==> src/rtl/srd_pkg.sv <==
`timescale 1ns / 1ps
// ============================================================================
// srd_pkg: shared types and constants for the refraction direction block
// Fixed-point formats, payload types and the index settings bundle.
// ============================================================================
package srd_pkg;

  localparam int FRAC_BITS = 16;
  localparam int DIR_W     = 18;
  localparam int IDX_W     = 15;
  localparam int ETA_FRAC  = 24;
  localparam int ETA_W     = IDX_W + 12;
  localparam int EINV_W    = ETA_FRAC + 1;
  localparam int E2DIR_W   = 2 * IDX_W;
  localparam int E2_W      = E2DIR_W + 1;

  localparam logic [IDX_W-1:0] IDX_ONE   = IDX_W'(4096);
  localparam logic [IDX_W-1:0] IDX_RESET = IDX_W'(6144);

  typedef logic signed [DIR_W-1:0] dir_t;
  typedef logic [IDX_W-1:0]        idx_t;

  typedef struct packed {
    logic               busy;
    logic [IDX_W-1:0]   n;
    logic [EINV_W-1:0]  eta_inv;
    logic [EINV_W-1:0]  e2_inv;
    logic [E2DIR_W-1:0] e2_dir;
  } eta_cfg_t;

endpackage

==> src/rtl/srd_cfg.sv <==
`timescale 1ns / 1ps
// ============================================================================
// srd_cfg: index register and derived ratio constants
// Holds the clamped index, derives 1/n and its square by a bit-serial divider
// followed by a shift-add multiplier, and n squared by a direct product.
// ============================================================================
module srd_cfg (
  input  logic             clk,
  input  logic             rst_n,
  input  logic             cfg_we,
  input  srd_pkg::idx_t    cfg_wdata,
  output srd_pkg::eta_cfg_t cfg_o
);
  import srd_pkg::*;

  localparam int NUM_W    = 37;
  localparam int REM_W    = IDX_W + 1;
  localparam int ACC_W    = 2 * EINV_W;
  localparam int CNT_W    = 6;

  typedef enum logic [1:0] {ST_IDLE, ST_LOAD, ST_DIV, ST_MUL} state_t;

  state_t              state_r;
  logic [IDX_W-1:0]    n_r;
  logic [NUM_W-1:0]    num_r;
  logic [REM_W-1:0]    rem_r;
  logic [EINV_W-1:0]   quo_r;
  logic [CNT_W-1:0]    cnt_r;
  logic [ACC_W-1:0]    mc_r;
  logic [EINV_W-1:0]   mp_r;
  logic [ACC_W-1:0]    acc_r;
  logic [E2DIR_W-1:0]  e2dir_r;

  logic [REM_W:0]      rem_sh;
  logic                take;
  logic [REM_W-1:0]    rem_nxt;
  logic [EINV_W-1:0]   quo_nxt;
  logic [ACC_W-1:0]    acc_round;

  always_comb begin
    rem_sh  = {rem_r, num_r[NUM_W-1]};
    take    = rem_sh >= {2'b00, n_r};
    rem_nxt = take ? REM_W'(rem_sh - {2'b00, n_r}) : rem_sh[REM_W-1:0];
    quo_nxt = {quo_r[EINV_W-2:0], take};
  end

  always_ff @(posedge clk) begin
    if (!rst_n) begin
      state_r <= ST_LOAD;
      n_r     <= IDX_RESET;
    end else if (cfg_we) begin
      n_r     <= (cfg_wdata < IDX_ONE) ? IDX_ONE : cfg_wdata;
      state_r <= ST_LOAD;
    end else begin
      case (state_r)
        ST_LOAD: begin
          num_r   <= {1'b1, 22'd0, n_r[IDX_W-1:1]};
          rem_r   <= '0;
          quo_r   <= '0;
          cnt_r   <= CNT_W'(NUM_W - 1);
          e2dir_r <= n_r * n_r;
          state_r <= ST_DIV;
        end
        ST_DIV: begin
          rem_r <= rem_nxt;
          quo_r <= quo_nxt;
          num_r <= num_r << 1;
          cnt_r <= cnt_r - 1'b1;
          if (cnt_r == '0) begin
            mc_r    <= ACC_W'(quo_nxt);
            mp_r    <= quo_nxt;
            acc_r   <= '0;
            cnt_r   <= CNT_W'(EINV_W - 1);
            state_r <= ST_MUL;
          end
        end
        ST_MUL: begin
          if (mp_r[0]) begin
            acc_r <= acc_r + mc_r;
          end
          mc_r  <= mc_r << 1;
          mp_r  <= mp_r >> 1;
          cnt_r <= cnt_r - 1'b1;
          if (cnt_r == '0) begin
            state_r <= ST_IDLE;
          end
        end
        default: begin
          state_r <= ST_IDLE;
        end
      endcase
    end
  end

  assign acc_round = (acc_r + (ACC_W'(1) << (ETA_FRAC - 1))) >> ETA_FRAC;

  always_comb begin
    cfg_o.busy    = state_r != ST_IDLE;
    cfg_o.n       = n_r;
    cfg_o.eta_inv = quo_r;
    cfg_o.e2_inv  = acc_round[EINV_W-1:0];
    cfg_o.e2_dir  = e2dir_r;
  end

endmodule

==> config.mk <==
export PLATFORM = sky130hd
export DESIGN_NAME = srd_cfg
export DESIGN_NICKNAME = d
export VERILOG_FILES = /design/src/rtl/srd_pkg.sv /design/src/rtl/srd_cfg.sv
export SDC_FILE = /design/constraint.sdc
export NUM_CORES = 1
export LEC_CHECK = 0
export BUFFER_PORTS_ARGS = -buffer_cell sky130_fd_sc_hd__buf_4
export CORE_ASPECT_RATIO = 1.25
export CORE_MARGIN = 3
export CORE_UTILIZATION = 52
export DETAILED_ROUTE_END_ITERATION = 6
export PLACE_DENSITY = 0.69
export SLEW_MARGIN = 25
export SYNTH_ARGS = -nofsm -noshare
export SYNTH_HDL_FRONTEND = slang
export SYNTH_SLANG_ARGS = --single-unit
==> constraint.sdc <==
create_clock -name clk -period 9.8 [get_ports clk]
set_input_delay 1.96 -clock clk [delete_from_list [all_inputs] [get_ports clk]]
set_output_delay 1.96 -clock clk [all_outputs]
set_load 0.05 [all_outputs]
==> summary.txt <==
Job
  • MaxCap Viol Count: 0

Timing
  • Final Max Tran Viols: 0
  • Max Clk Rate: roughly 140 MHz
  • Total negative slack: 0 ps
  • Clock Skew: ~24 ps
  • Tmin final: between 7000 and 8000 ps
  • Endpoints failing setup: 0
  • Worst-margin pin slew: between 800 and 900 ps
  • Period utilization: between 70 and 80%
  • Count of final hold-check violations: 0
  • Worst rel slew slack: about 45%
  • RSZ-0062 raised after global routing: false

Critical path
  • Startpoint Class: register
  • Setup slack, reg-to-reg: around 2700 ps
  • Crit Path Max Fanout: 11
  • Reg-to-Reg End: e2dir_r[27]$_DFFE_PP_
  • Worst R2R Start: n_r[2]$_SDFFE_PN0P_
  • CP Capture Type: register
  • Kind of critical path: register to register
  • CP arrival: around 7400 ps
  • Crit path required time: approximately 10000 ps
  • R2R depth: 20

Routing
  • Routed vias: roughly 14000
  • DR vias/cell: 5.52
  • Overall routed net length: 44.9 mm
  • DR WL/cell: roughly 17 um
  • Detail Route Antenna Nets: 0
  • Residual DRC: 0
  • Initial DRC count: slightly below 1000
  • DR pass1 iterations: 5

Floorplanning
  • Num rows: just under 80
  • Die Wd: between 150 and 200 um
  • Die area: between 40000 and 50000 sq um
  • Core area: 37300 sq um
  • Die H: around 220 um
  • Initial Util: between 50% and 60%
  • I/O pins: between 100 and 150

Global route
  • Largest net degree at the start of global routing: between 90 and 100
  • GRT busiest layer: met2
  • Vias in the first global route: 14800
  • Met2 Usage GRT: around two fifths
  • Overall routing resource usage: 22.3%
  • Met1 Use GR: 27.4%
  • Initial antenna violation count: 0
  • Total grt overflow: 0
  • First-pass GRT wire length: approximately 74 mm
  • M3 GR Usage: 3.64%

Power and ir drop
  • Power per cell area: roughly 150 nW/um^2
  • Sw frac: a little over 30%
  • Clock power frac: a little over a third
  • Combinational cell fraction of total power: roughly 25%
  • Switching pwr: just under 1000 uW
  • VDD IR-drop max: between 0.1 and 0.15 mV
  • Leakage power: 0.00978 uW
  • Sequential power share: about two fifths
  • P_int: between 2000 and 2500 uW

Placed design
  • Area after DPL: between 20000 and 25000 sq um
  • Port Buffers: about 110
  • Gpl congestion: about 0.95
  • Post-DP HPWL: roughly 34 mm

Finish
  • Antenna diode count: 0
  • Fin nets: about 2400
  • Fill cells: between 3000 and 4000
  • Area growth from synthesis to final layout: 11.8%
  • Design area: ~22000 sq um
  • Share of layout cells above drive strength 1: just under 10%

Yosys
  • Syn Area/Cell: 9.98 sq um
  • Synth Area in Simple Gates: between 15 and 20%
  • Asr flop ratio synth: 0%
  • Seq/Total Area, Yosys: a little under two fifths
  • EDFF count, synth: 236
  • Post-Synth XOR/XNOR Area: under 10%
  • Synth Area in Compound Gates: between 10% and 20%
  • Mux cell area share after synthesis: 0.732%
  • Synthesis-stage register bit count: about 250
  • Post-synth cell types: between 70 and 80
  • Ys Warns: 0
  • Synth Instances: ~2000
  • Area share of fa/ha/maj cells after synthesis: 24.6%
  • Primary FF master, synth: edfxtp_1
  • Synthesized area: ~20000 sq um
  • Net Count, Synth: 2292
  • Largest family of logic cells by synthesized area: adder cells

CTS
  • CTS buffer count: 28
  • Clk_lat worst skew: 580 ps
  • Post-cts sizing count: 0
  • Post-CTS setup buffers: 0
  • Clock Sinks: about 250
  • Root Buffer: clkbuf_16
  • H-tree levels: 1
  • CTS tree: yes
  • CTS Buffer Depth: 3
  • Hold-fix buffers at CTS: 0
  • Clock-pin slew on the worst setup and hold paths: around 70 ps

Worst hold path
  • Hold Path Sink: num_r[36]$_SDFFCE_PN1P_
  • Hold Path Class: register to register
  • Worst hold start: num_r[35]$_SDFFCE_PN0P_
  • Hold depth: 1

Status
  • Status: complete, no violations
-- area by class of cell --
cell class / count / area (sq um) / area share [%]
clock buffer: 31 / 712 / 3.24
clock inverter: 21 / 290 / 1.32
inverter: 246 / 923 / 4.20
multi-input combinational: 1410 / 11100 / 50.4
sequential: 253 / 7430 / 33.8
tap: 486 / 608 / 2.77
timing repair buffer: 120 / 933 / 4.25
-- cells by family (layout without fill, tap and decap cells) --
group                      count (synthesis)  count (layout)
AOI/OAI and AO/OA                        323             323
xor gates and xnor gates                 114             114
adders and majority gates                303             303
buffers and inverters                    308             418
DFF                                      253             253
muxes                                     14              14
other                                      1               1
and+or+nand+nor                          655             655
-- synthesized netlist by cell type, types with 8 or more instances --
| library cell | number | area [sq um] |
|---|---|---|
| and3_1 | 17 | 106 |
| nand4_1 | 14 | 87.6 |
| o21a_1 | 16 | 120 |
| xnor2_1 | 71 | 622 |
| clkbuf_1 | 53 | 199 |
| a31oi_1 | 13 | 81.3 |
| o21ai_0 | 72 | 360 |
| o211ai_1 | 9 | 67.6 |
| nor3_1 | 13 | 65.1 |
| a21oi_1 | 92 | 460 |
| nand2_1 | 270 | 1010 |
| xor2_1 | 43 | 377 |
| dfxtp_1 | 17 | 340 |
| edfxtp_1 | 236 | 7090 |
| ha_1 | 164 | 2050 |
| or3_1 | 8 | 50.1 |
| and2_1 | 92 | 576 |
| nor2_1 | 150 | 563 |
| fa_1 | 139 | 2780 |
| inv_1 | 239 | 897 |
| nand2b_1 | 12 | 75.1 |
| a21o_1 | 42 | 315 |
| o21bai_1 | 12 | 90.1 |
| nand3_1 | 38 | 190 |
| nor2b_1 | 25 | 156 |
| mux2i_1 | 11 | 110 |
-- power groups by stage --
stage	clock (uW)	combinational, uW	sequential, uW
2_1_floorplan	0	533	1360
3_3_place_gp	0	776	1300
3_5_place_dp	0	787	1300
4_1_cts	1180	794	1280
5_1_grt	1220	888	1280
6_report	1150	786	1280
-- critical path, cell delays in order (launching register included) --
cell,delay (ps)
dfxtp_1,670
inv_1,390
nor2_1,290
inv_1,100
fa_1,560
inv_1,60
fa_1,440
fa_1,490
fa_1,520
fa_1,540
inv_1,50
fa_1,520
inv_1,40
ha_1,380
nand3_1,140
or4b_2,640
o21ai_2,340
a41o_1,310
o21a_1,150
o21ai_1,60
o31a_1,110
-- worst max path at each step --
stage                             start                     end  slack (ps)
finish              n_r[2]$_SDFFE_PN0P_   e2dir_r[27]$_DFFE_PP_        2740
global route        n_r[2]$_SDFFE_PN0P_   e2dir_r[26]$_DFFE_PP_        2270
CTS                 n_r[2]$_SDFFE_PN0P_   e2dir_r[26]$_DFFE_PP_        2770
detailed placement  n_r[2]$_SDFFE_PN0P_   e2dir_r[27]$_DFFE_PP_        2780
global placement    n_r[2]$_SDFFE_PN0P_   e2dir_r[26]$_DFFE_PP_        2730
floorplan                        cfg_we  acc_r[0]$_SDFFCE_PN0P_        1980
-- layout by cell type, fill, tap and decap left out, types with 9 or more instances in the layout --
cell and n:
a21o_1 42, o21a_1 15, nand4_1 14, nand2b_1 12, o211ai_1 9, nor3_1 13
ha_1 162, o21ai_0 72, xnor2_1 71, fa_1 139, a21oi_1 91, inv_1 239
xor2_1 43, and2_1 91, nand2_1 270, and3_1 17, mux2i_1 11, clkbuf_16 28
edfxtp_1 236, nor2b_1 25, buf_4 118, dfxtp_1 17, nand3_1 38, a31oi_1 13
nor2_1 150, o21bai_1 12
-- flip-flops by register name, summed over array words and instances (netlist names) --
name and cells:
acc_r 49, cnt_r 6, e2dir_r 29, mc_r 49, mp_r 25, n_r 15, num_r 37, quo_r 25
rem_r 16, state_r 2
-- per-stage QoR --
stage                     total power (uW)  setup WS (ps)  cells  hold WS, ps  util (%)
after CTS                             3250           2770   2565          517      58.9
after floorplan                       1900           1980   1971          477         -
final                                 3210           2740   2567          511      59.0
after detailed placement              2090           2780   2513          505      56.2
after global routing                  3390           2270   2567          542      59.0
after global placement                2070           2730   2513          506      56.2
-- per-layer routing --
metal	routed length, um	part of all wire (%)	up-vias
met2	23100	51	332
met1	18300	41	6940
met4	1380	3.1	0
met3	2110	4.7	90
met5	0	0	-
li1	-	-	6808
Note: power is estimated with default switching activity, not from simulation.
