--- config.mk ---
export PLATFORM = sky130hd
export DESIGN_NAME = srd_sqrt
export DESIGN_NICKNAME = d
export VERILOG_FILES = /design/src/rtl/srd_sqrt.sv
export SDC_FILE = /design/constraint.sdc
export NUM_CORES = 1
export LEC_CHECK = 0
export BUFFER_PORTS_ARGS = -buffer_cell sky130_fd_sc_hd__buf_2
export CAP_MARGIN = 0
export CORE_UTILIZATION = 57
export CTS_BUF_LIST = sky130_fd_sc_hd__clkbuf_4
export CTS_CLUSTER_DIAMETER = 150
export DETAILED_ROUTE_END_ITERATION = 10
export GPL_ROUTABILITY_DRIVEN = 0
export PLACE_DENSITY = 0.73
export SLEW_MARGIN = 20
export SYNTH_ARGS = -nofsm -noshare
export SYNTH_HDL_FRONTEND = slang
export SYNTH_SLANG_ARGS = --single-unit
export TNS_END_PERCENT = 5
--- constraint.sdc ---
create_clock -name clk -period 3.8 [get_ports clk]
set_clock_uncertainty 0.05 [all_clocks]
set_input_delay 0.38 -clock clk [delete_from_list [all_inputs] [get_ports clk]]
set_output_delay 0.38 -clock clk [all_outputs]
set_load 0.005 [all_outputs]
--- src/rtl/srd_sqrt.sv ---
`timescale 1ns / 1ps
// ============================================================================
// srd_sqrt: pipelined integer square root
// One result bit per stage, floor of the root, with a side payload and a
// valid bit that travel alongside.
// ============================================================================
module srd_sqrt #(
  parameter int RW = 20,
  parameter int PW = 1
) (
  input  logic            clk,
  input  logic            rst_n,
  input  logic            en,
  input  logic            vld_in,
  input  logic [2*RW-1:0] rad_in,
  input  logic [PW-1:0]   pay_in,
  output logic            vld_out,
  output logic [RW-1:0]   root_out,
  output logic [PW-1:0]   pay_out
);

  logic [RW+1:0]   rem_r  [RW];
  logic [RW-1:0]   root_r [RW];
  logic [2*RW-1:0] rad_r  [RW];
  logic [PW-1:0]   pay_r  [RW];
  logic            vld_r  [RW];

  for (genvar k = 0; k < RW; k++) begin : g_stage
    logic [RW+1:0]   rem_i;
    logic [RW-1:0]   root_i;
    logic [2*RW-1:0] rad_i;
    logic [PW-1:0]   pay_i;
    logic            vld_i;
    logic [RW+1:0]   rem_sh;
    logic [RW+1:0]   trial;

    if (k == 0) begin : g_first
      assign rem_i  = '0;
      assign root_i = '0;
      assign rad_i  = rad_in;
      assign pay_i  = pay_in;
      assign vld_i  = vld_in;
    end else begin : g_next
      assign rem_i  = rem_r[k-1];
      assign root_i = root_r[k-1];
      assign rad_i  = rad_r[k-1];
      assign pay_i  = pay_r[k-1];
      assign vld_i  = vld_r[k-1];
    end

    assign rem_sh = {rem_i[RW-1:0], rad_i[2*RW-1 -: 2]};
    assign trial  = {root_i, 2'b01};

    always_ff @(posedge clk) begin
      if (!rst_n) begin
        vld_r[k] <= 1'b0;
      end else if (en) begin
        vld_r[k] <= vld_i;
      end
    end

    always_ff @(posedge clk) begin
      if (en) begin
        if (rem_sh >= trial) begin
          rem_r[k]  <= rem_sh - trial;
          root_r[k] <= {root_i[RW-2:0], 1'b1};
        end else begin
          rem_r[k]  <= rem_sh;
          root_r[k] <= {root_i[RW-2:0], 1'b0};
        end
        rad_r[k] <= rad_i << 2;
        pay_r[k] <= pay_i;
      end
    end
  end

  assign vld_out  = vld_r[RW-1];
  assign root_out = root_r[RW-1];
  assign pay_out  = pay_r[RW-1];

endmodule

==> flow_metrics.env, run 1 <==
export IMPL_io_pin_count=67
export IMPL_drv_slew=0
export IMPL_synthFlopType="edfxtp_1"
export IMPL_path_cells="ha_1 -> a21oi_1 -> o21ai_0 -> a311oi_1 -> o21ai_4 -> mux2_2"
export IMPL_drtIter0Drc=1742
export IMPL_r2r_slack_ns=0.38
export IMPL_drive_gt1_share_pct=14.51
export IMPL_crit_arrival_ns=4.16
export IMPL_coreArea_um2=79130
export IMPL_critPathCaptureType="flip-flop"
export IMPL_ant_nets=0
export IMPL_clockBufferDepth=4
export IMPL_final_nets=4109
export IMPL_path_clk_slew_ns=0.06
export IMPL_die_h_um=284.9
export IMPL_cts_root_buf="clkbuf_4"
export IMPL_power_density_nw_per_um2=543.8
export IMPL_rsz0062_at_grt="no"
export IMPL_route_vias_total=27640
export IMPL_critPathMaxFanout=30
export IMPL_leakage_nw=20.16
export IMPL_syn_inst=3462
export IMPL_die_w_um=284.9
export IMPL_syn_to_final_growth_pct=12.47
export IMPL_insertion_delay_ns=1.09
export IMPL_grt_pass1_wl_um=132700
export IMPL_yosys_area_top_type="edfxtp_1"
export IMPL_status="complete, no violations"
export IMPL_drc=0
export IMPL_min_period_ns=3.420
export IMPL_via_per_inst=5.471
export IMPL_ys_top_cells_by_area="edfxtp_1 (65%), ha_1 (6.4%), xnor2_1 (3.0%), inv_1 (2.4%), a21oi_1 (2.4%)"
export IMPL_place_inst=4519
export IMPL_synth_most_common_cell="edfxtp_1"
export IMPL_wl_per_cell_um=16.15
export IMPL_layout_cells_non_filler=5051
export IMPL_synth_edf_count=985
export IMPL_antenna_found_initial=2
export IMPL_fin_setup_tns_ns=0
export IMPL_drv_cap=0
export IMPL_ys_ff_latch=987
export IMPL_drt_total_wl_um=81550
export IMPL_port_buffers=66
export IMPL_cts_tree="done"
export IMPL_grt_pass1_vias=27610
export IMPL_start_kind="flip-flop"
export IMPL_max_freq_mhz=292.4
export IMPL_yosysWarnings=0
export IMPL_ys_seq_area_share_pct=64.91
export IMPL_yosysUniqueCellTypes=75
export IMPL_finalCritPeriodShare_pct=90.00
export IMPL_crit_type="flip-flop to flip-flop"
export IMPL_die_area_um2=81190
export IMPL_syn_cell_area_um2=45630
export IMPL_drtPass1Iterations=5
export IMPL_synth_common_cells="edfxtp_1 (985), inv_1 (290), ha_1 (232)"
export IMPL_overflow=0
export IMPL_crit_required_ns=4.54
export IMPL_setup_viol=0
export IMPL_hold_violations=0
export IMPL_crit_path_top_delay_cell="a311oi_1"
export IMPL_dp_hpwl_um=55650
export IMPL_grt_max_degree=120
export IMPL_cts_buffers=274
export IMPL_start_util_pct=57.67
export IMPL_worst_slew_pin_slew_ns=1.142
export IMPL_slew_headroom_pct=23.32
export IMPL_synth_nets=3739
export IMPL_hold_class="input port to flip-flop"
export IMPL_avgSynthCellArea_um2=13.18
export IMPL_htreeDepth=5
export IMPL_cts_resized=0
export IMPL_cts_sinks=987
export IMPL_synthArstFlopShare_pct=0
export IMPL_ir_drop_mv=0.3414
export IMPL_track_usage_pct=20.36
export IMPL_fp_row_count=103
export IMPL_synth_top_area_share_pct=64.82
export IMPL_cpPeakStageDelay_ns=0.94
registers in the layout, summed over array words and instances, names as in the netlist:
register and cells:
pay_r 20, rad_r 380, rem_r 357, root_r 210, vld_r 20
power breakdown:
| group | switching, mW | internal (mW) | leakage, nW |
|---|---|---|---|
| clock network | 4.04 | 4.83 | 1.92 |
| logic | 2.61 | 2.15 | 8.71 |
| registers | 0.730 | 13.5 | 9.53 |
| total | 7.38 | 20.5 | 20.2 |
routing by layer:
layer / global-route usage [%] / up-vias / routed length [um]
met2: 34.95 / 667 / 40840
met5: 0 / - / 0
li1: - / 13750 / -
met1: 24.32 / 13000 / 34270
met4: 10.79 / 0 / 3101
met3: 3.984 / 225 / 3345
stage by stage:
stage                     total power [mW]  hold WS, ns  worst slack [ns]  util [%]  instance area [um2]
after floorplan                      17.86       0.3503            0.8917         -                45630
after global placement               19.02       0.3502            0.3217     59.69                47240
after detailed placement             19.16       0.3545            0.4676     59.70                47240
after CTS                            28.24      0.06025            0.5215     64.85                51310
after global routing                 29.51       0.1476            0.2638     64.85                51320
final                                27.91       0.1824            0.3802     64.86                51320
critical path, delay by kind of cell (launching register included):
family	cells	cell delay (ns)
AOI/OAI and AO/OA	4	1.89
muxes	1	0.40
DFF	1	0.44
adders and majority gates	1	0.41
worst paths after layout:
| path | start | end | cells past startpoint |
|---|---|---|---|
| hold reg to reg | rad_r[7][33] | rad_r[8][35] | 0 |
| setup / recovery | rem_r[15][13] | rem_r[16][4] | 6 |
| setup reg to reg | rem_r[15][13] | rem_r[16][4] | 6 |
| hold / removal | rad_in[38] | rem_r[0][0] | 4 |
cell families (layout without fill, tap and decap cells):
group / Yosys count / after routing / synth area share, %
flops: 987 / 987 / 64.91
buf+inv: 382 / 917 / 3.159
compound gates: 675 / 675 / 9.320
fa+ha+maj: 232 / 232 / 6.361
xor+xnor: 271 / 271 / 5.201
mux: 62 / 62 / 1.503
simple gates: 853 / 853 / 9.550
other cells: 0 / 4 / 0
timing repair:
item                                    CTS  global route
hold endpoints to repair                353             0
endpoints found under the setup margin    0             0
buffers inserted                          0             0
hold buffers                             87             0
area by class of cell:
type | instances | area [um2]
clock buffer | 371 | 2785
tap | 1050 | 1314
inverter | 291 | 1092
timing repair buffer | 185 | 1501
clock inverter | 70 | 414.1
antenna | 4 | 10.01
multi-input combinational | 2093 | 14590
sequential | 987 | 29620
fill | 5906 | 27810
cell usage in the layout (no fill, tap or decap), types with 28 or more instances in the layout:
master and instances:
o21ai_0 148, clkinv_1 48, o21a_1 51, o211ai_1 28, nand4_1 30, xnor2_1 154
nand2_1 167, buf_2 65, ha_1 232, nor3_1 75, nand3_1 54, a21o_1 59
a21oi_1 216, nor2_1 231, mux2_2 52, inv_1 290, edfxtp_1 985, and3_1 43
dlygate4sd3_1 87, buf_4 28, nor4_1 48, clkbuf_4 371, nor2b_1 36, xor2_1 117
nand2b_1 37
No activity file was read; power rests on OpenSTA's default activity.
==> run 2: changes to the inputs <==
- CELL_PAD_IN_SITES_DETAIL_PLACEMENT: not set -> 0
- CELL_PAD_IN_SITES_GLOBAL_PLACEMENT: not set -> 1
- CORE_UTILIZATION: 57 -> 55
- PLACE_DENSITY: 0.73 -> not set
- PLACE_DENSITY_LB_ADDON: not set -> 0.1
==> flow_metrics.env, run 2 (synthesis gave the netlist of run 1 again) <==
export IMPL_insertion_delay_ns=1.06
export IMPL_slew_headroom_pct=35.84
export IMPL_coreArea_um2=82110
export IMPL_cts_resized=0
export IMPL_cts_setup_buffers=0
export IMPL_fin_total_pwr_mw=28.45
export IMPL_path_cells="ha_1 -> nor2b_1 -> o31ai_1 -> a21oi_1 -> a2111oi_0 -> and2_1 -> buf_4 -> inv_1 -> mux2i_1"
export IMPL_cts_root_buf="clkbuf_4"
export IMPL_rr_endpoint="rem_r[10][1]"
export IMPL_crit_type="flip-flop to flip-flop"
export IMPL_setup_viol=0
export IMPL_whs_ns=0.2608
export IMPL_start_util_pct=55.57
export IMPL_crit_path_top_delay_cell="a2111oi_0"
export IMPL_cts_sinks=987
export IMPL_dp_worst_setup_slack_ns=0.4137
export IMPL_setup_ws_ns=0.3310
export IMPL_track_usage_pct=21.06
export IMPL_rsz0062_at_grt="no"
export IMPL_port_buffers=66
export IMPL_status="complete, no violations"
export IMPL_syn_to_final_growth_pct=13.00
export IMPL_route_vias_total=28240
export IMPL_max_freq_mhz=288.3
export IMPL_drv_slew=0
export IMPL_wl_per_cell_um=17.15
export IMPL_postPlaceCellArea_um2=47310
export IMPL_power_share_clock_pct=32.8
export IMPL_critPathCaptureType="flip-flop"
export IMPL_path_clk_slew_ns=0.06
export IMPL_drtPass1Iterations=5
export IMPL_fp_row_count=105
export IMPL_cts_hold_buf=86
export IMPL_endpoint="rem_r[10][1]"
export IMPL_layout_cells_non_filler=5093
export IMPL_grt_pass1_wl_um=141600
export IMPL_rr_worst_depth=9
export IMPL_final_common_cell="edfxtp_1"
export IMPL_p_sw_mw=7.553
export IMPL_power_density_nw_per_um2=551.8
export IMPL_drtIter0Drc=1596
export IMPL_die_area_um2=84120
export IMPL_num_fill_cells=6254
export IMPL_startpoint="rem_r[9][0]"
export IMPL_clockBufferDepth=4
export IMPL_intPower_mw=20.90
export IMPL_cts_buffers=274
export IMPL_hold_violations=0
export IMPL_die_h_um=290.0
export IMPL_antenna_found_initial=2
export IMPL_hold_class="input port to flip-flop"
export IMPL_multi_input_area_um2=14580
export IMPL_drv_cap=0
export IMPL_postLayoutCoreUtil_pct=62.80
export IMPL_start_kind="flip-flop"
export IMPL_largest_reg_flops=380
export IMPL_reg_top3="rad_r (380), rem_r (357), root_r (210)"
export IMPL_fin_area_um2=51560
export IMPL_crit_required_ns=4.52
export IMPL_seq_area_um2=29620
export IMPL_min_period_ns=3.469
export IMPL_critPathMaxFanout=16
export IMPL_drt_total_wl_um=87330
export IMPL_worst_slew_pin_slew_ns=0.9625
export IMPL_io_pin_count=67
export IMPL_overflow=0
export IMPL_cts_tree="done"
export IMPL_htreeDepth=5
export IMPL_dp_hpwl_um=60630
export IMPL_leakage_nw=20.28
export IMPL_regMostFlops="rad_r"
export IMPL_layout_common_cells="edfxtp_1 (985), clkbuf_4 (386), inv_1 (290), ha_1 (232), nor2_1 (231)"
export IMPL_via_per_inst=5.545
export IMPL_p_sw_share_pct=26.54
export IMPL_power_frac_seq_pct=50.2
export IMPL_cpPeakStageDelay_ns=0.64
export IMPL_ant_nets=0
export IMPL_crit_arrival_ns=4.19
export IMPL_die_w_um=290.0
export IMPL_r2r_start="rem_r[9][0]"
export IMPL_drc=0
export IMPL_drive_gt1_share_pct=14.90
export IMPL_r2r_slack_ns=0.33
export IMPL_place_inst=4547
export IMPL_ir_drop_mv=0.3110
export IMPL_p_comb_share_pct=17.0
export IMPL_grt_max_degree=123
export IMPL_finalCritPeriodShare_pct=91.29
export IMPL_fin_setup_tns_ns=0
export IMPL_grt_pass1_vias=28540
export IMPL_final_nets=4116
[run 2: changes by cell type in the layout (fill, tap and decap cells not counted), moves of 3 or more]
| cell | previous run | this run |
|---|---|---|
| clkinv_1 | 48 | 53 |
| clkbuf_4 | 371 | 386 |
| clkinv_2 | 13 | 7 |
| bufinv_16 | 5 | 8 |
| buf_4 | 28 | 37 |
[run 2: how the worst min path moves through the flow]
| stage | start | endpoint | slack (ns) | cells past startpoint |
|---|---|---|---|---|
| global placement | pay_r[6] | pay_r[7] | 0.35 | 0 |
| CTS | rad_in[39] | rem_r[0][1] | 0.06 | 4 |
| finish | rad_in[39] | rem_r[0][1] | 0.26 | 4 |
| global route | rad_in[39] | rem_r[0][1] | 0.12 | 4 |
| floorplan | pay_r[9] | pay_r[10] | 0.35 | 0 |
| detailed placement | rad_r[10][25] | rad_r[11][27] | 0.35 | 0 |
[run 2: area by class of cell]
cell class              instances  area share, %
inverters                     291          2.118
clock inverters                71         0.9512
multi-input cells            2093          28.28
diodes                          3        0.01456
flip-flops and latches        987          57.44
clock buffers                 386          5.620
well taps                    1070          2.596
repair buffers                192          2.985
[run 2: critical path: cells and delay by family (launching register included)]
family          cells  cell delay, ns
compound gates      3            1.25
flops               1            0.40
simple gates        2            0.67
buf+inv             2            0.36
fa+ha+maj           1            0.37
mux                 1            0.11
[run 2: power by group through the flow]
stage                     sequential [mW]  clock (mW)  combinational, mW
after global routing                 14.4        10.3               5.41
after floorplan                      14.2           0               3.67
final                                14.3        9.35               4.83
after global placement               14.5           0               4.59
after detailed placement             14.5           0               4.72
after CTS                            14.3        9.73               4.82
[run 2: per-layer routing]
metal | part of all wire [%] | vias up | wire (um) | GRT usage [%]
met5 | 0 | - | 0 | 0
met4 | 3.3 | 0 | 2906 | 10.76
met3 | 4.2 | 204 | 3626 | 4.082
met2 | 51 | 709 | 44720 | 36.57
met1 | 41 | 13500 | 36080 | 24.93
li1 | - | 13830 | - | -
==> run 3: changes to the inputs <==
--- a/config.mk
+++ b/config.mk
@@ -10,5 +10,5 @@
 export CELL_PAD_IN_SITES_DETAIL_PLACEMENT = 0
 export CELL_PAD_IN_SITES_GLOBAL_PLACEMENT = 1
-export CORE_UTILIZATION = 55
+export CORE_UTILIZATION = 43
 export CTS_BUF_LIST = sky130_fd_sc_hd__clkbuf_4
 export CTS_CLUSTER_DIAMETER = 150
==> constraint.sdc (replaced) <==
create_clock -name clk -period 3.8 [get_ports clk]
set_clock_uncertainty 0.05 [all_clocks]
set_input_delay 0 -clock clk [delete_from_list [all_inputs] [get_ports clk]]
set_output_delay 0 -clock clk [all_outputs]
set_load 0.005 [all_outputs]
==> flow_metrics.env, run 3 (synthesis gave the netlist of run 1 again) <==
export IMPL_drv_cap=0
export IMPL_cts_setup_buffers=0
export IMPL_clockBufferDepth=4
export IMPL_critPathMaxFanout=18
export IMPL_slew_headroom_pct=36.18
export IMPL_min_from="rad_in[20]"
export IMPL_route_met3_wl_um=3436
export IMPL_num_fill_cells=9239
export IMPL_final_nets=4175
export IMPL_grt_pass1_vias=28760
export IMPL_regMostFlops="rad_r"
export IMPL_grt_pass1_wl_um=145500
export IMPL_postPlaceCellArea_um2=47740
export IMPL_track_usage_pct=17.01
export IMPL_rsz0062_at_grt="no"
export IMPL_cts_hold_buf=131
export IMPL_wl_met2_um=45830
export IMPL_hold_path_end="rad_r[0][20]"
export IMPL_layout_common_cells="edfxtp_1 (985), clkbuf_4 (392), inv_1 (290), ha_1 (232), nor2_1 (231)"
export IMPL_critical_path_top_delay_family="compound AO/OA/AOI/OAI gates"
export IMPL_hold_path_depth=3
export IMPL_die_area_um2=107400
export IMPL_drv_slew=0
export IMPL_start_kind="flip-flop"
export IMPL_ant_nets=0
export IMPL_cp_num_cells=9
export IMPL_status="complete, but fails checks"
export IMPL_leakage_nw=20.46
export IMPL_path_cells="ha_1 -> nor2b_1 -> o31ai_1 -> a21oi_1 -> a2111oi_0 -> and2_1 -> buf_4 -> inv_1 -> mux2i_1"
export IMPL_setup_viol=0
export IMPL_drtPass1Iterations=10
export IMPL_coreArea_um2=105300
export IMPL_finalCritPeriodShare_pct=91.31
export IMPL_antenna_found_initial=3
export IMPL_fin_area_um2=52360
export IMPL_fp_row_count=119
export IMPL_rr_worst_depth=9
export IMPL_crit_required_ns=4.57
export IMPL_wl_met1_um=38440
export IMPL_critPathCaptureType="flip-flop"
export IMPL_drc=2
export IMPL_top_layer="met5"
export IMPL_syn_to_final_growth_pct=14.75
export IMPL_postLayoutCoreUtil_pct=49.74
export IMPL_r2r_slack_ns=0.33
export IMPL_worst_slew_pin_slew_ns=0.9567
export IMPL_cpPeakStageDelay_ns=0.68
export IMPL_drt_total_wl_um=90890
export IMPL_wl_per_cell_um=16.66
export IMPL_violations="DRC"
export IMPL_max_freq_mhz=288.2
export IMPL_route_vias_total=28100
export IMPL_dp_hpwl_um=63210
export IMPL_port_buffers=66
export IMPL_crit_type="flip-flop to flip-flop"
export IMPL_power_density_nw_per_um2=541.0
export IMPL_insertion_delay_ns=1.09
export IMPL_via_per_inst=5.152
export IMPL_cts_sinks=987
export IMPL_cts_buffers=289
export IMPL_rr_endpoint="rem_r[10][1]"
export IMPL_drive_gt1_share_pct=14.87
export IMPL_final_common_cell="edfxtp_1"
export IMPL_hold_violations=0
export IMPL_largest_reg_flops=380
export IMPL_fin_setup_tns_ns=0
export IMPL_hold_class="input port to flip-flop"
export IMPL_htreeDepth=5
export IMPL_io_pin_count=67
export IMPL_drtIter0Drc=1457
export IMPL_ir_drop_mv=0.2957
export IMPL_overflow=0
export IMPL_cts_tree="done"
export IMPL_start_util_pct=43.35
export IMPL_reg_top3="rad_r (380), rem_r (357), root_r (210)"
export IMPL_die_w_um=327.8
export IMPL_crit_arrival_ns=4.24
export IMPL_cp_num_buf_inv=2
export IMPL_grt_max_degree=128
export IMPL_path_clk_slew_ns=0.06
export IMPL_cts_resized=0
export IMPL_crit_path_top_delay_cell="a2111oi_0"
export IMPL_r2r_start="rem_r[9][0]"
export IMPL_min_period_ns=3.470
export IMPL_die_h_um=327.8
export IMPL_cts_root_buf="clkbuf_4"
[run 3: cell count changes in the layout (fill, tap and decap cells not counted)]
| cell | previous run | this run |
|---|---|---|
| clkbuf_4 | 386 | 392 |
| buf_12 | 3 | 7 |
| dlygate4sd3_1 | 86 | 130 |
| bufinv_16 | 8 | 4 |
| clkinv_2 | 7 | 8 |
| clkinv_1 | 53 | 45 |
| inv_2 | 3 | 5 |
| buf_4 | 37 | 33 |
[run 3: through the flow]
| step | power, mW | hold slack [ns] | setup slack [ns] | std cells |
|---|---|---|---|---|
| 2_1_floorplan | 17.86 | 0.04887 | 0.8917 | 3462 |
| 3_3_place_gp | 19.23 | 0.1278 | 0.4332 | 4867 |
| 3_5_place_dp | 19.33 | 0.1281 | 0.4097 | 4867 |
| 4_1_cts | 28.86 | 0.002508 | 0.3845 | 5452 |
| 5_1_grt | 30.03 | 0.06546 | 0.1025 | 5455 |
| 6_report | 28.33 | 0.1856 | 0.3303 | 5455 |
[run 3: cell type report]
| class | count | area [um2] | area share [%] |
|---|---|---|---|
| Clock inverter | 62 | 352.8 | 0.6738 |
| Antenna cell | 3 | 7.507 | 0.01434 |
| Timing Repair Buffer | 236 | 2029 | 3.876 |
| Clock buffer | 392 | 2943 | 5.620 |
| Sequential cell | 987 | 29620 | 56.56 |
| Tap cell | 1391 | 1740 | 3.324 |
| Multi-Input combinational cell | 2093 | 14580 | 27.84 |
| Inverter | 291 | 1092 | 2.086 |
[run 3: routing by layer]
| metal | global-route usage, % | up-vias |
|---|---|---|
| li1 | - | 13890 |
| met1 | 20.01 | 13430 |
| met2 | 29.30 | 566 |
| met3 | 3.696 | 216 |
| met4 | 8.564 | 2 |
| met5 | 0 | - |
[run 3: how the worst max path moves through the flow]
stage	from	endpoint	slack, ns
2_1_floorplan	rem_r[9][0]	rem_r[10][10]	0.89
3_3_place_gp	rem_r[9][0]	rem_r[10][1]	0.43
3_5_place_dp	rem_r[9][0]	rem_r[10][1]	0.41
4_1_cts	rem_r[9][0]	rem_r[10][1]	0.38
5_1_grt	rem_r[9][0]	rem_r[10][1]	0.10
6_report	rem_r[9][0]	rem_r[10][1]	0.33
[run 3: report_power, final]
group          leakage, nW  internal, mW  switching, mW  total (mW)
sequential            9.53          13.6          0.734        14.3
combinational         8.95          2.19           2.72        4.91
clock                 1.99          4.98           4.15        9.14
total                 20.5          20.7           7.61        28.3
[run 3: worst register-to-register path, stage by stage (launching register included)]
cell       delay, ns
edfxtp_1        0.40
ha_1            0.37
nor2b_1         0.16
o31ai_1         0.38
a21oi_1         0.23
a2111oi_0       0.68
and2_1          0.45
buf_4           0.28
inv_1           0.09
mux2i_1         0.12
